## src/sv/beacon_identify_ack_handshake_core_macros.svh

```systemverilog
// ----------------------------------------------------------------------------
// Assertion macros for the beacon / identify / acknowledge handshake core
// Same-cycle and next-cycle implication checks. They compile away in synthesis.
// ----------------------------------------------------------------------------
`ifndef BEACON_IDENTIFY_ACK_HANDSHAKE_CORE_MACROS_SVH
`define BEACON_IDENTIFY_ACK_HANDSHAKE_CORE_MACROS_SVH

`ifndef SYNTHESIS

// The consequent must hold in the same cycle as the antecedent.
`define BIAH_ASSERT_SAME(label, clk, rst_n, ante, cons) \
    label: assert property (@(posedge clk) disable iff (!(rst_n)) (ante) |-> (cons)) \
        else $error("%m: same-cycle check failed");

// The consequent must hold in the cycle after the antecedent.
`define BIAH_ASSERT_NEXT(label, clk, rst_n, ante, cons) \
    label: assert property (@(posedge clk) disable iff (!(rst_n)) (ante) |=> (cons)) \
        else $error("%m: next-cycle check failed");

`else

`define BIAH_ASSERT_SAME(label, clk, rst_n, ante, cons)
`define BIAH_ASSERT_NEXT(label, clk, rst_n, ante, cons)

`endif

`endif

```

## src/sv/biah_pkg.sv

```systemverilog
// ----------------------------------------------------------------------------
// biah_pkg
// Types, register indexes and reset values of the handshake core.
// ----------------------------------------------------------------------------
`default_nettype none

package biah_pkg;

    typedef enum logic [1:0] {
        PH_LISTEN    = 2'd0,
        PH_AWAIT_ID  = 2'd1,
        PH_AWAIT_ACK = 2'd2,
        PH_CONNECTED = 2'd3
    } t_phase;

    typedef enum logic [2:0] {
        CFG_OWN_ID        = 3'd0,
        CFG_MIN_ID        = 3'd1,
        CFG_MAX_ID        = 3'd2,
        CFG_BEACON_CODE   = 3'd3,
        CFG_IAM_CODE      = 3'd4,
        CFG_ACK_CODE      = 3'd5,
        CFG_BEACON_PERIOD = 3'd6,
        CFG_REPLY_TIMEOUT = 3'd7
    } t_cfg_idx;

    localparam int unsigned CFG_DATA_W = 16;
    localparam int unsigned CNT_W      = 16;

    localparam logic [3:0]       RST_OWN_ID        = 4'd1;
    localparam logic [3:0]       RST_MIN_ID        = 4'd0;
    localparam logic [3:0]       RST_MAX_ID        = 4'd15;
    localparam logic [7:0]       RST_BEACON_CODE   = 8'd0;
    localparam logic [7:0]       RST_IAM_CODE      = 8'd1;
    localparam logic [7:0]       RST_ACK_CODE      = 8'd2;
    localparam logic [CNT_W-1:0] RST_BEACON_PERIOD = 16'd1000;
    localparam logic [CNT_W-1:0] RST_REPLY_TIMEOUT = 16'd5000;

    // Message code plus an identifier shifted into the upper nibble, modulo 256.
    function automatic logic [7:0] code_with_id(input logic [7:0] code, input logic [3:0] id);
        return code + {id, 4'b0000};
    endfunction

    // Increment that sticks at all ones.
    function automatic logic [CNT_W-1:0] sat_inc(input logic [CNT_W-1:0] v);
        return (v == {CNT_W{1'b1}}) ? v : v + {{(CNT_W-1){1'b0}}, 1'b1};
    endfunction

endpackage

`default_nettype wire

```

## src/sv/beacon_identify_ack_handshake_core.sv

```systemverilog
// ----------------------------------------------------------------------------
// beacon_identify_ack_handshake_core
// A result is registered at the edge that accepts its request.
// Throughput: one request per cycle while the result side takes results; the output register frees as it is taken.
// Reset (synchronous, active low): listen phase, counters and visitor cleared,
// configuration registers back to their defaults, output register empty.
// ----------------------------------------------------------------------------
`default_nettype none

`include "beacon_identify_ack_handshake_core_macros.svh"

module beacon_identify_ack_handshake_core import biah_pkg::*; (
    input  wire logic                  i_clk,
    input  wire logic                  i_rst_n,
    // Configuration write port
    input  wire logic                  i_cfg_we,
    input  wire logic [2:0]            i_cfg_index,
    input  wire logic [CFG_DATA_W-1:0] i_cfg_data,
    // Request channel
    input  wire logic                  i_in_valid,
    output logic                       o_in_ready,
    input  wire logic                  i_req_type,
    input  wire logic [7:0]            i_rx_byte,
    // Result channel
    output logic                       o_out_valid,
    input  wire logic                  i_out_ready,
    output logic                       o_tx_valid,
    output logic [7:0]                 o_tx_byte,
    output logic [1:0]                 o_phase,
    output logic                       o_connected,
    output logic [7:0]                 o_visitor_id
);

    // Configuration registers
    logic [3:0]       r_own_id;
    logic [3:0]       r_min_id;
    logic [3:0]       r_max_id;
    logic [7:0]       r_beacon_code;
    logic [7:0]       r_iam_code;
    logic [7:0]       r_ack_code;
    logic [CNT_W-1:0] r_beacon_period;
    logic [CNT_W-1:0] r_reply_timeout;

    // Handshake state
    t_phase           r_phase, n_phase;
    logic [CNT_W-1:0] r_beacon_elapsed, n_beacon_elapsed;
    logic [CNT_W-1:0] r_wait_elapsed, n_wait_elapsed;
    logic [7:0]       r_visitor, n_visitor;

    // Output register
    logic             r_out_valid;
    logic             r_out_tx_valid;
    logic [7:0]       r_out_tx_byte;
    logic [1:0]       r_out_phase;
    logic             r_out_connected;
    logic [7:0]       r_out_visitor;

    logic             w_in_fire;
    logic             w_tick;
    logic             w_await;
    logic [CNT_W-1:0] w_be_inc;
    logic [CNT_W-1:0] w_wait_inc;
    logic             w_tick_tmo;
    logic             w_beacon;
    logic             w_byte_late;
    logic             w_iam_hit;
    logic             w_id_ok;
    logic             w_ack_hit;
    logic             w_id_accept;
    logic             n_tx_valid;
    logic [7:0]       n_tx_byte;

    always_ff @(posedge i_clk) begin
        if (!i_rst_n) begin
            r_own_id        <= RST_OWN_ID;
            r_min_id        <= RST_MIN_ID;
            r_max_id        <= RST_MAX_ID;
            r_beacon_code   <= RST_BEACON_CODE;
            r_iam_code      <= RST_IAM_CODE;
            r_ack_code      <= RST_ACK_CODE;
            r_beacon_period <= RST_BEACON_PERIOD;
            r_reply_timeout <= RST_REPLY_TIMEOUT;
        end else if (i_cfg_we) begin
            case (t_cfg_idx'(i_cfg_index))
                CFG_OWN_ID:        r_own_id        <= i_cfg_data[3:0];
                CFG_MIN_ID:        r_min_id        <= i_cfg_data[3:0];
                CFG_MAX_ID:        r_max_id        <= i_cfg_data[3:0];
                CFG_BEACON_CODE:   r_beacon_code   <= i_cfg_data[7:0];
                CFG_IAM_CODE:      r_iam_code      <= i_cfg_data[7:0];
                CFG_ACK_CODE:      r_ack_code      <= i_cfg_data[7:0];
                CFG_BEACON_PERIOD: r_beacon_period <= i_cfg_data[CNT_W-1:0];
                CFG_REPLY_TIMEOUT: r_reply_timeout <= i_cfg_data[CNT_W-1:0];
                default: ;
            endcase
        end
    end

    assign o_in_ready = !r_out_valid || i_out_ready;
    assign w_in_fire  = i_in_valid && o_in_ready;

    assign w_tick     = !i_req_type;
    assign w_await    = (r_phase == PH_AWAIT_ID) || (r_phase == PH_AWAIT_ACK);
    assign w_be_inc   = sat_inc(r_beacon_elapsed);
    assign w_wait_inc = sat_inc(r_wait_elapsed);

    // A tick that times out an await phase lands in listen and may beacon at once.
    assign w_tick_tmo  = w_await && (w_wait_inc >= r_reply_timeout);
    assign w_beacon    = w_tick && ((r_phase == PH_LISTEN) || w_tick_tmo)
                         && (w_be_inc >= r_beacon_period);
    assign w_byte_late = r_wait_elapsed >= r_reply_timeout;
    assign w_iam_hit   = i_rx_byte == code_with_id(r_iam_code, r_own_id);
    assign w_ack_hit   = i_rx_byte == code_with_id(r_ack_code, r_own_id);
    assign w_id_ok     = (i_rx_byte >= {4'b0000, r_min_id}) && (i_rx_byte <= {4'b0000, r_max_id});
    assign w_id_accept = !w_tick && (r_phase == PH_AWAIT_ID) && !w_byte_late && w_id_ok;

    // Next phase
    always_comb begin
        n_phase = r_phase;
        case (r_phase)
            PH_LISTEN: begin
                if (!w_tick && w_iam_hit) n_phase = PH_AWAIT_ID;
            end
            PH_AWAIT_ID: begin
                if (w_tick) begin
                    if (w_tick_tmo) n_phase = PH_LISTEN;
                end else if (w_byte_late || !w_id_ok) begin
                    n_phase = PH_LISTEN;
                end else begin
                    n_phase = PH_AWAIT_ACK;
                end
            end
            PH_AWAIT_ACK: begin
                if (w_tick) begin
                    if (w_tick_tmo) n_phase = PH_LISTEN;
                end else if (w_byte_late) begin
                    n_phase = PH_LISTEN;
                end else if (w_ack_hit) begin
                    n_phase = PH_CONNECTED;
                end
            end
            PH_CONNECTED: n_phase = PH_CONNECTED;
            default:      n_phase = PH_LISTEN;
        endcase
    end

    // Counters, visitor and transmit byte
    always_comb begin
        n_beacon_elapsed = r_beacon_elapsed;
        n_wait_elapsed   = r_wait_elapsed;
        n_visitor        = r_visitor;
        n_tx_valid       = 1'b0;
        n_tx_byte        = 8'd0;
        if (r_phase != PH_CONNECTED) begin
            if (w_tick) begin
                n_beacon_elapsed = w_beacon ? '0 : w_be_inc;
                if (w_await) n_wait_elapsed = w_wait_inc;
            end else if (r_phase == PH_LISTEN) begin
                if (w_iam_hit) n_wait_elapsed = '0;
            end else if (!w_byte_late && (r_phase == PH_AWAIT_ID)) begin
                n_visitor = i_rx_byte;
                if (w_id_ok) n_wait_elapsed = '0;
            end
        end
        if (w_beacon) begin
            n_tx_valid = 1'b1;
            n_tx_byte  = code_with_id(r_beacon_code, r_own_id);
        end else if (w_id_accept) begin
            n_tx_valid = 1'b1;
            n_tx_byte  = code_with_id(r_ack_code, i_rx_byte[3:0]);
        end
    end

    always_ff @(posedge i_clk) begin
        if (!i_rst_n) begin
            r_phase          <= PH_LISTEN;
            r_beacon_elapsed <= '0;
            r_wait_elapsed   <= '0;
            r_visitor        <= 8'd0;
        end else if (w_in_fire) begin
            r_phase          <= n_phase;
            r_beacon_elapsed <= n_beacon_elapsed;
            r_wait_elapsed   <= n_wait_elapsed;
            r_visitor        <= n_visitor;
        end
    end

    always_ff @(posedge i_clk) begin
        if (!i_rst_n) begin
            r_out_valid <= 1'b0;
        end else if (w_in_fire) begin
            r_out_valid <= 1'b1;
        end else if (i_out_ready) begin
            r_out_valid <= 1'b0;
        end
    end

    always_ff @(posedge i_clk) begin
        if (w_in_fire) begin
            r_out_tx_valid  <= n_tx_valid;
            r_out_tx_byte   <= n_tx_byte;
            r_out_phase     <= n_phase;
            r_out_connected <= (n_phase == PH_CONNECTED);
            r_out_visitor   <= n_visitor;
        end
    end

    assign o_out_valid  = r_out_valid;
    assign o_tx_valid   = r_out_tx_valid;
    assign o_tx_byte    = r_out_tx_byte;
    assign o_phase      = r_out_phase;
    assign o_connected  = r_out_connected;
    assign o_visitor_id = r_out_visitor;

    // Once connected the block never leaves that phase short of reset.
    `BIAH_ASSERT_NEXT(a_connected_sticky, i_clk, i_rst_n, r_phase == PH_CONNECTED, r_phase == PH_CONNECTED)
    // A sent byte is either a beacon (listen) or an acknowledge (await ack).
    `BIAH_ASSERT_SAME(a_tx_phase, i_clk, i_rst_n, r_out_valid && r_out_tx_valid, (r_out_phase == PH_LISTEN) || (r_out_phase == PH_AWAIT_ACK))
    // Nothing to send reads as a zero byte.
    `BIAH_ASSERT_SAME(a_tx_idle_zero, i_clk, i_rst_n, r_out_valid && !r_out_tx_valid, r_out_tx_byte == 8'd0)
    // Sending a beacon restarts the beacon count.
    `BIAH_ASSERT_NEXT(a_beacon_clears, i_clk, i_rst_n, w_in_fire && w_beacon, r_beacon_elapsed == '0)

endmodule

`default_nettype wire

```

## config.mk

```make
export PLATFORM = sky130hd
export DESIGN_NAME = beacon_identify_ack_handshake_core
export DESIGN_NICKNAME = d
export VERILOG_FILES = /design/src/sv/biah_pkg.sv /design/src/sv/beacon_identify_ack_handshake_core.sv
export VERILOG_INCLUDE_DIRS = /design/src /design/src/sv
export SDC_FILE = /design/constraint.sdc
export NUM_CORES = 1
export LEC_CHECK = 0
export ABC_AREA = 1
export BUFFER_PORTS_ARGS = -buffer_cell sky130_fd_sc_hd__clkbuf_2
export CAP_MARGIN = 20
export CORE_ASPECT_RATIO = 0.8
export CORE_UTILIZATION = 63
export CTS_BUF_LIST = sky130_fd_sc_hd__clkbuf_4 sky130_fd_sc_hd__clkbuf_8 sky130_fd_sc_hd__clkbuf_16
export CTS_CLUSTER_SIZE = 14
export DETAILED_ROUTE_END_ITERATION = 10
export GPL_TIMING_DRIVEN = 0
export PLACE_DENSITY = 0.83
export SKIP_LAST_GASP = 1
export SYNTH_ARGS = -nofsm -noshare
export SYNTH_HDL_FRONTEND = slang
export SYNTH_SLANG_ARGS = --single-unit
```

## constraint.sdc

```tcl
create_clock -name i_clk -period 4.85 [get_ports i_clk]
set_input_delay 0.97 -clock i_clk [delete_from_list [all_inputs] [get_ports i_clk]]
set_output_delay 0.97 -clock i_clk [all_outputs]
set_load 0.05 [all_outputs]
```

Word level (Yosys, flattened, before mapping)
Index checks and enable logic that the tools add are counted.
{"block": "word_totals", "register_bits": 131, "input_bits": 33}
{"block": "classes", "add_sub_neg": 6, "order_cmp": 5, "eq_ne": 19, "mux": 26, "bitwise": 1, "n_reduce_logical": 32}
{"op": "16-bit 2-to-1 mux", "n": 9}
{"op": "16-bit greater-or-equal comparator", "n": 3}
{"op": "8-bit 2-to-1 mux", "n": 6}
{"op": "16-bit by 1-bit adder with 16-bit output (second input constant)", "n": 2}
{"op": "8-bit adder", "n": 4}
{"op": "16-bit equality test (second input constant)", "n": 2}
{"op": "8-bit equality test", "n": 2}
{"op": "2-bit AND reduction", "n": 8}
{"op": "2-bit 2-to-1 mux", "n": 7}
{"op": "3-bit equality test (second input constant)", "n": 4}
{"op": "1-bit logical AND", "n": 10}
{"op": "8-bit by 4-bit greater-or-equal comparator with 1-bit output", "n": 1}
{"op": "8-bit by 4-bit less-or-equal comparator with 1-bit output", "n": 1}
{"op": "2-bit case mux with 4 select lines", "n": 1}
{"op": "2-bit equality test (second input constant)", "n": 3}
{"op": "3-bit by 2-bit equality test with 1-bit output (second input constant)", "n": 2}
{"op": "3-bit by 1-bit inequality test with 1-bit output (second input constant)", "n": 2}
{"op": "6-bit AND reduction", "n": 1}
{"op": "1-bit logical NOT", "n": 4}
{"op": "1-bit logical OR", "n": 4}
{"op": "2-bit nonzero test", "n": 2}
{"op": "3-bit by 1-bit equality test with 1-bit output (second input constant)", "n": 1}
{"op": "3-bit logical NOT", "n": 1}
{"op": "1-bit 2-to-1 mux", "n": 3}
{"op": "other kinds (6)", "n": 6}

Longest topological paths before layout
Gate-level depths: netlist of run 1.
{"block": "logic_depth", "word_depth": 8, "ltp_mapped": 24, "depth_no_buf": 23}

Least setup slack after synthesis of run 1
OpenSTA, ideal clock, no wires.
{"block": "synth_path", "path_type": "flip-flop to flip-flop", "start": "register r_wait_elapsed[0]", "end": "register r_out_tx_byte[5] (netlist: o_tx_byte[5]) (data pin)", "setup_ns": 0.271, "arrival_time_ns": 2.769, "t_required_ns": 4.579, "path_slack_ns": 1.810, "path_stages_with_launch": 20, "period_less_slack_ns": 3.040, "cell_sequence": "dfxtp_1 -> ha_1 -> and3_1 -> nand2_1 -> nor2_1 -> inv_1 -> buf_2 -> buf_2 -> nand2_1 -> ha_1 -> nand2_1 -> o21bai_1 -> nand2_1 -> a21oi_1 -> nand3_1 -> nand2_1 -> nand2_1 -> nand3_1 -> clkbuf_1 -> o22ai_1"}
{"block": "synth_via", "elab_chain_len": 8, "word_cells_on_any_way": 14, "cone_classes": "add/sub: 1; order compare: 2; eq/ne: 1; mux: 3; reduce/logical: 7"}
{"element": "start, declared", "line_no": "beacon_identify_ack_handshake_core.sv:47", "source": "logic [CNT_W-1:0] r_wait_elapsed, n_wait_elapsed;"}
{"element": "start signal, assigned", "line_no": "beacon_identify_ack_handshake_core.sv:182", "source": "r_wait_elapsed <= n_wait_elapsed;"}
{"element": "16-bit by 1-bit adder with 16-bit output or 16-bit equality test (tied branches)", "line_no": "biah_pkg.sv:46", "source": "return (v == {CNT_W{1'b1}}) ? v : v + {{(CNT_W-1){1'b0}}, 1'b1};"}
{"element": "16-bit 2-to-1 mux", "line_no": "biah_pkg.sv:46"}
{"element": "16-bit greater-or-equal comparator", "line_no": "beacon_identify_ack_handshake_core.sv:107", "source": "assign w_tick_tmo = w_await && (w_wait_inc >= r_reply_timeout);"}
{"element": "1-bit logical AND", "line_no": "beacon_identify_ack_handshake_core.sv:107"}
{"element": "1-bit logical OR", "line_no": "beacon_identify_ack_handshake_core.sv:108", "source": "assign w_beacon = w_tick && ((r_phase == PH_LISTEN) || w_tick_tmo)"}
{"element": "1-bit logical AND", "line_no": "beacon_identify_ack_handshake_core.sv:108"}
{"element": "1-bit logical AND", "line_no": "beacon_identify_ack_handshake_core.sv:109", "source": "&& (w_be_inc >= r_beacon_period);"}
{"element": "8-bit 2-to-1 mux *", "line_no": "beacon_identify_ack_handshake_core.sv:164", "source": "if (w_beacon) begin"}
{"element": "named net n_tx_byte[5]", "line_no": "beacon_identify_ack_handshake_core.sv:71", "source": "logic [7:0] n_tx_byte;"}
{"element": "end signal, assigned", "line_no": "beacon_identify_ack_handshake_core.sv:200", "source": "r_out_tx_byte <= n_tx_byte;"}
{"element": "end, declared", "line_no": "beacon_identify_ack_handshake_core.sv:53", "source": "logic [7:0] r_out_tx_byte;"}
The timed path passes the listed nets; every way through them passes the cells marked *.
A chain may end at the register's enable or synchronous reset.

Worst setup path after layout of run 1
{"block": "layout_path", "start": "register r_wait_elapsed[0]", "end": "register r_out_tx_byte[7] (netlist: o_tx_byte[7]) (data pin)"}
The elaborated chain is that of the path after synthesis.

==> metrics.md, run 1 <==
| Metric | Value |
|---|---|
| Cells after synthesis | approximately 1,100 |
| Final GP Congestion | 0.9570 |
| Longest Clk Path Bufs | 2 |
| H-tree depth | 4 |
| Worst hold path type | flip-flop to flip-flop |
| Power density cells | 318.3 mW/mm² |
| Crit path cell chain | ha_1 > and3_1 > nand2_1 > nor2_1 > inv_1 > buf_2 > buf_2 > nand2_1 > ha_1 > nand2_1 > o21bai_1 > nand2_1 > a21oi_1 > nand3_1 > nand2_1 > nand2_1 > nand3_1 > clkbuf_1 > o22ai_1 |
| Synth area leaders | dfxtp_1 28%, ha_1 12%, nand2_1 9.9% |
| Sequential share of the synthesized area | 0.3561 |
| Slew HR | 0.4823 |
| Mapped Area | 0.007926 mm² |
| Tcrit/Tclk final | 0.8302 |
| Crit Path Max Fanout | 10 |
| Fill cell count | about 1,000 |
| Fmax | approximately 250 MHz |
| Synth top area share | 0.2803 |
| CTS Root Cell | clkbuf_16 |
| Reg power frac | 0.416 |
| Die ar. | approximately 0.013 mm² |
| Tot GR Track Use | 0.3398 |
| EDFF count, synth | 20 |
| Vias in the first global route | 7,062 |
| Initial DRT Pass Iterations | 6 |
| Initial Util | 0.6493 |
| Largest area contributor in the synthesized netlist | dfxtp_1 |
| Setup crit end kind | flip-flop |
| Chip width | ~130 µm |
| Skew-Pair Late Insertion Delay | approximately 0.43 ns |
| Row cnt | 36 |
| Critical R2R Capture | o_tx_byte[7] |
| Worst VDD drop | 0.3394 mV |
| Core area | 0.01221 mm² |
| Ys flop type | dfxtp_1 |
| Pins Over Slew Limit | 0 |
| Fin Hold WS | 0.4597 ns |
| Worst hold endpoint | r_min_id[1] |
| Cell variety after synth | 41 |
| Remaining antenna violation count | 0 |
| Worst setup SP type | flip-flop |
| Hold Startpoint | r_min_id[1] |
| Pleak | ~4.3 nW |
| Cell with the most instances after synthesis | nand2_1 |
| N_diodes | 0 |
| Nets@finish | 1,284 |
| Kind of critical path | flip-flop to flip-flop |
| Number of DRC markers in iteration 0 | approximately 800 |
| Period minus WS final | roughly 4.0 ns |
| I/O pin count | 55 |
| NetSw | 0.8606 mW |
| Post-synth ARST share | 0 |
| Worst Path Arrival | about 4.2 ns |
| Worst Hold Path Cells | 2 |
| Fraction of layout cells with a size suffix above 1 | 0.08516 |
| #FFs+latches synth | 131 |
| FF-to-FF Start | r_wait_elapsed[0] |
| Vias per Instance | 5.665 |
| Hold buffers post-CTS | 0 |
| Clk pwr share | 0.437 |
| Worst-Margin Slew | 0.7766 ns |
| Critical Path RT | roughly 5.0 ns |
| Top cells by count, synth | 209 x nand2_1, 155 x inv_1, 129 x nor2_1 |
| TNS Setup | 0 ns |
| Final wirelength | 21,280 µm |
| CP most frequent cell | nand2_1 |
| Syn Nets | 1,211 |
| Post-CTS setup buffers | 0 |
| Final hold viol count | 0 |
| Worst R2R Path Depth | 19 |
| Clock tree sinks | 131 |
| Worst path max stage delay | 0.47 ns |
| Global-route wire length before repair | 34,140 µm |
| Total congestion overflow | 0 |
| Non-filler cells, final | 1,357 |
| Setup violations, final | 0 |
| Post-Syn Area per Cell | 7.206 µm² |
| RSZ-0062 raised after global routing | no |
| Cts repair resizes | 0 |
| Setup Skew | around 0.0090 ns |
| Clock transition at path regs | 0.07 ns |
| Int Power | 2.002 mW |
| Combinational power share | 0.146 |
| CTS tree | done |
| Initial antenna violation count | 0 |
| Vias | 7,688 |
| Wire per inst | between 15 and 20 µm |
| Delay-heaviest family, CP | simple AND/OR/NAND/NOR gates |
| Crit path max-delay cell type | dfxtp_1 |
| PortBufs | 53 |
| Switch share | 0.3007 |
| Area Growth Syn to Fin | 13.46% |
| Largest net degree at the start of global routing | 17 |
| Cell Count Post-Placement | 1,325 |
| HPWL Detailed | between 15,000 and 20,000 µm |
| CP Buf/Inv Count | 4 |
| Reg2Reg Setup Slack | between 0.8 and 0.9 ns |
| Multi-input gate area | roughly 0.0044 mm² |
| Cts bufs inserted | 17 |
| Outcome | completed |
| Die Y | 102.3 µm |
| # DRC | 0 |
| Register area | 0.002823 mm² |
| Synthesis Warnings | 0 |
| Max_cap viols | 0 |
==> kinds of logic after synthesis <==
family	after synthesis	share of synthesized area
fa+ha+maj	78	0.1269
xor+xnor	35	0.03962
buf+inv	192	0.09250
flops	131	0.3561
simple gates	437	0.2316
compound gates	227	0.1533
==> final cells by class <==
cell class / instances / share of cell area
buffer: 33 / 0.01516
clock buffer: 17 / 0.04730
clock inverter: 15 / 0.01642
inverter: 159 / 0.06636
multi-input combinational: 777 / 0.4859
sequential: 131 / 0.3139
tap: 171 / 0.02379
timing repair buffer: 54 / 0.03116
==> stage by stage <==
step | cell area, µm² | setup slack [ns] | power (mW) | util
CTS | 8994 | 0.9381 | 2.854 | 0.7368
detailed placement | 8421 | 1.001 | 1.621 | 0.6898
global placement | 8406 | 1.032 | 1.606 | 0.6886
global route | 8994 | 0.5909 | 2.969 | 0.7368
finish | 8994 | 0.8236 | 2.863 | 0.7368
floorplan | 7926 | 1.810 | 1.497 | -
==> placed cells by master, fill, tap and decap left out, types with 31 or more instances in the layout <==
cell type / synthesis / layout
dfxtp_1: 111 / 111
o21ai_0: 89 / 89
nand2_1: 209 / 209
nor2_1: 129 / 129
nand4_1: 31 / 31
nand3_1: 38 / 38
inv_1: 155 / 155
a21oi_1: 96 / 96
ha_1: 74 / 74
clkbuf_2: 0 / 53
==> worst min-delay path, cell delays in order, from the launching register on <==
cell and delay, ns:
dfxtp_1 0.30, inv_1 0.06, a21oi_1 0.06
==> worst max path at each step <==
stage | start | endpoint | slack (ns) | cells past startpoint
floorplan | r_wait_elapsed[0] | o_tx_byte[5] | 1.81 | 19
CTS | r_wait_elapsed[0] | o_tx_byte[5] | 0.94 | 19
finish | r_wait_elapsed[0] | o_tx_byte[7] | 0.82 | 19
global placement | r_wait_elapsed[0] | o_tx_byte[7] | 1.03 | 19
global route | r_wait_elapsed[0] | o_tx_byte[5] | 0.59 | 19
detailed placement | r_wait_elapsed[0] | o_tx_byte[5] | 1.00 | 19
==> flip-flops by register name, summed over array words and instances, names as in the netlist <==
register and flops:
o_tx_valid 1, r_wait_elapsed 16, r_own_id 4, o_phase 2
r_beacon_code 8, r_reply_timeout 16, o_visitor_id 8, o_connected 1
r_ack_code 8, o_tx_byte 8, r_iam_code 8, r_min_id 4
r_beacon_period 16, r_max_id 4, r_beacon_elapsed 16, r_visitor 8
o_out_valid 1, r_phase 2
==> power groups by stage <==
stage | logic, mW | registers, mW | clock network (mW)
6_report | 0.419 | 1.19 | 1.25
3_5_place_dp | 0.408 | 1.21 | 0
2_1_floorplan | 0.248 | 1.25 | 0
3_3_place_gp | 0.394 | 1.21 | 0
5_1_grt | 0.468 | 1.20 | 1.31
4_1_cts | 0.412 | 1.19 | 1.25
==> layer usage <==
layer,routed length (µm),part of all wire,up-vias,global-route usage
met5,0,0,-,0
met1,9303,0.44,3473,0.4438
met4,707,0.033,0,0.1474
li1,-,-,3770,-
met3,2074,0.097,70,0.08482
met2,9197,0.43,375,0.5385
(Power assumes the default switching activity.)
==> inputs of run 2 (changes only) <==
CORE_UTILIZATION = 61   (was 63)
PLACE_DENSITY = 0.8   (was 0.83)
clock period = 4 ns   (was 4.85 ns; I/O delays follow)
==> run 2 against run 1 <==
  * Non-clock buffer count is the same
  * Combinational power up 21%
  * Clock power is 20% higher
  * Count of clock-buffer cells in the layout did not move
  * First-iteration DRC count grew 4.4%
  * Cell count unchanged
  * Routed wire length fell by 1.4%
  * Flip-flop and latch count is the same
  * Critical path depth stayed put
  * Highest routed layer unchanged
==> metrics.md, run 2 (same netlist as run 1, synthesis figures left out) <==
| Metric | Value |
|---|---|
| Chip width | 129.4 µm |
| Tot GR Track Use | 0.3255 |
| Critical R2R Capture | o_tx_byte[5] |
| Clock tree sinks | 131 |
| Clk pwr share | 0.434 |
| Kind of critical path | flip-flop to flip-flop |
| N_diodes | 0 |
| Skew-Pair Late Insertion Delay | 0.43 ns |
| Period minus WS final | 3.812 ns |
| Worst hold path type | flip-flop to flip-flop |
| Pleak | 4.308 nW |
| CP most frequent cell | nand2_1 |
| HPWL Detailed | 15,520 µm |
| Tcrit/Tclk final | 0.9531 |
| NetSw | between 1 and 1.5 mW |
| Cts bufs inserted | 17 |
| Row cnt | 36 |
| Clock transition at path regs | 0.06 ns |
| Worst R2R Path Depth | 19 |
| Wire per inst | 15.46 µm |
| Die ar. | 0.01346 mm² |
| Remaining antenna violation count | 0 |
| Vias per Instance | 5.629 |
| Final GP Congestion | 0.9462 |
| Largest net degree at the start of global routing | 20 |
| Worst VDD drop | ~0.37 mV |
| Fmax | approximately 260 MHz |
| Commonest non-fill, non-tap cell in the layout | nand2_1 |
| Crit Path Max Fanout | 10 |
| DP Worst Slack | between 0.1 and 0.15 ns |
| Crit path max-delay cell type | dfxtp_1 |
| Die Y | 104.0 µm |
| Int Power | 2.381 mW |
| Number of DRC markers in iteration 0 | 813 |
| Vias in the first global route | 6,751 |
| Setup violations, final | 0 |
| Post-CTS setup buffers | 0 |
| Worst path max stage delay | 0.45 ns |
| Hold Startpoint | r_min_id[1] |
| Worst Path Arrival | ~4.0 ns |
| CTS tree | done |
| RSZ-0062 raised after global routing | no |
| Most frequent cells in the layout | 209 x nand2_1, 155 x inv_1, 129 x nor2_1 |
| CTS Root Cell | clkbuf_16 |
| Worst Hold Path Cells | 2 |
| Worst setup SP type | flip-flop |
| # DRC | 0 |
| Reg power frac | 0.418 |
| Fin Hold WS | 0.4623 ns |
| Combinational power share | 0.148 |
| H-tree depth | 4 |
| Fraction of layout cells with a size suffix above 1 | 0.08685 |
| Final wirelength | around 21,000 µm |
| Outcome | completed |
| FF-to-FF Start | r_wait_elapsed[0] |
| Total congestion overflow | 0 |
| Longest Clk Path Bufs | 2 |
| Pins Over Slew Limit | 0 |
| Initial antenna violation count | 0 |
| PortBufs | 53 |
| Slew HR | 0.5377 |
| Core area | 0.01243 mm² |
| Crit path cell chain | ha_1 > and3_1 > nand2_1 > nor2_1 > inv_1 > buf_2 > buf_2 > nand2_1 > ha_1 > nand2_1 > o21bai_1 > nand2_1 > a21oi_1 > nand3_1 > nand2_1 > nand2_1 > nand3_1 > buf_2 > o22ai_1 |
| Worst-Margin Slew | 0.6935 ns |
| I/O pin count | between 50 and 60 |
| Switch share | 0.3100 |
| Vias | roughly 7,600 |
| Area Growth Syn to Fin | 13.53% |
| Global-route wire length before repair | 33,750 µm |
| Reg2Reg Setup Slack | between 0.15 and 0.2 ns |
| Setup Skew | 0.01020 ns |
| Post-route setup slack | 0.1878 ns |
| Initial Util | 0.6376 |
| Setup crit end kind | flip-flop |
| Final hold viol count | 0 |
| Initial DRT Pass Iterations | 5 |
| Power density cells | around 380 mW/mm² |
| Critical Path RT | 4.14 ns |
| Worst hold endpoint | r_min_id[1] |
| TNS Setup | 0 ns |
| Max_cap viols | 0 |
| Nets@finish | 1,284 |
[run 2: cell types whose count changed in the layout (fill, tap and decap cells not counted), sizes merged]
cell,previous run,this run
clkinv,8,5
inv,163,167
buf,7,8
bufinv,1,0
clkbuf,97,96
[run 2: worst max path at each step]
stage	from	end	slack, ns	cells after the start
2_1_floorplan	r_wait_elapsed[0]	o_tx_byte[5]	0.96	19
3_3_place_gp	r_wait_elapsed[0]	o_tx_byte[5]	0.14	19
3_5_place_dp	r_wait_elapsed[0]	o_tx_byte[5]	0.10	19
4_1_cts	r_wait_elapsed[0]	o_tx_byte[5]	0.07	19
5_1_grt	r_wait_elapsed[0]	o_tx_byte[5]	0.01	19
6_report	r_wait_elapsed[0]	o_tx_byte[5]	0.19	19
[run 2: repair_timing]
item / CTS / global route
gates resized for setup: 0 / 5
hold buffers: 0 / 0
endpoints found under the setup margin: 0 / 20
[run 2: stage by stage]
stage	area [µm²]	std cells	util	power, mW
finish	8999	1357	0.7238	3.451
global route	8999	1357	0.7238	3.592
CTS	8996	1357	0.7236	3.449
detailed placement	8433	1325	0.6783	1.967
global placement	8406	1324	0.6761	1.949
floorplan	7926	1100	-	1.815
[run 2: power groups by stage]
stage	clock network, mW	registers, mW	logic [mW]
4_1_cts	1.50	1.44	0.503
6_report	1.50	1.44	0.509
3_5_place_dp	0	1.47	0.497
3_3_place_gp	0	1.47	0.480
2_1_floorplan	0	1.52	0.300
5_1_grt	1.57	1.45	0.569
[run 2: layout make-up]
type,instances,area (µm²)
fill,1060,3433
timing repair buffer,54,292.8
sequential,131,2823
clock buffer,17,425.4
clock inverter,15,137.6
tap,171,214.0
inverter,159,596.8
multi-input combinational,777,4370
buffer,33,138.9
[run 2: per-layer routing]
layer  GRT usage  vias up  share of wire
met4      0.1121        0          0.023
met2      0.4904      339           0.43
met1      0.4665     3485           0.46
li1            -     3774              -
met5           0        -              0
met3     0.05710       41          0.080
[run 2: worst max-delay path, delay by kind of cell, from the launching register on]
kind,cells,cell delay [ns]
buffers and inverters,4,0.80
AOI/OAI and AO/OA,3,0.45
DFF,1,0.45
and+or+nand+nor,10,1.34
adders and majority gates,2,0.48
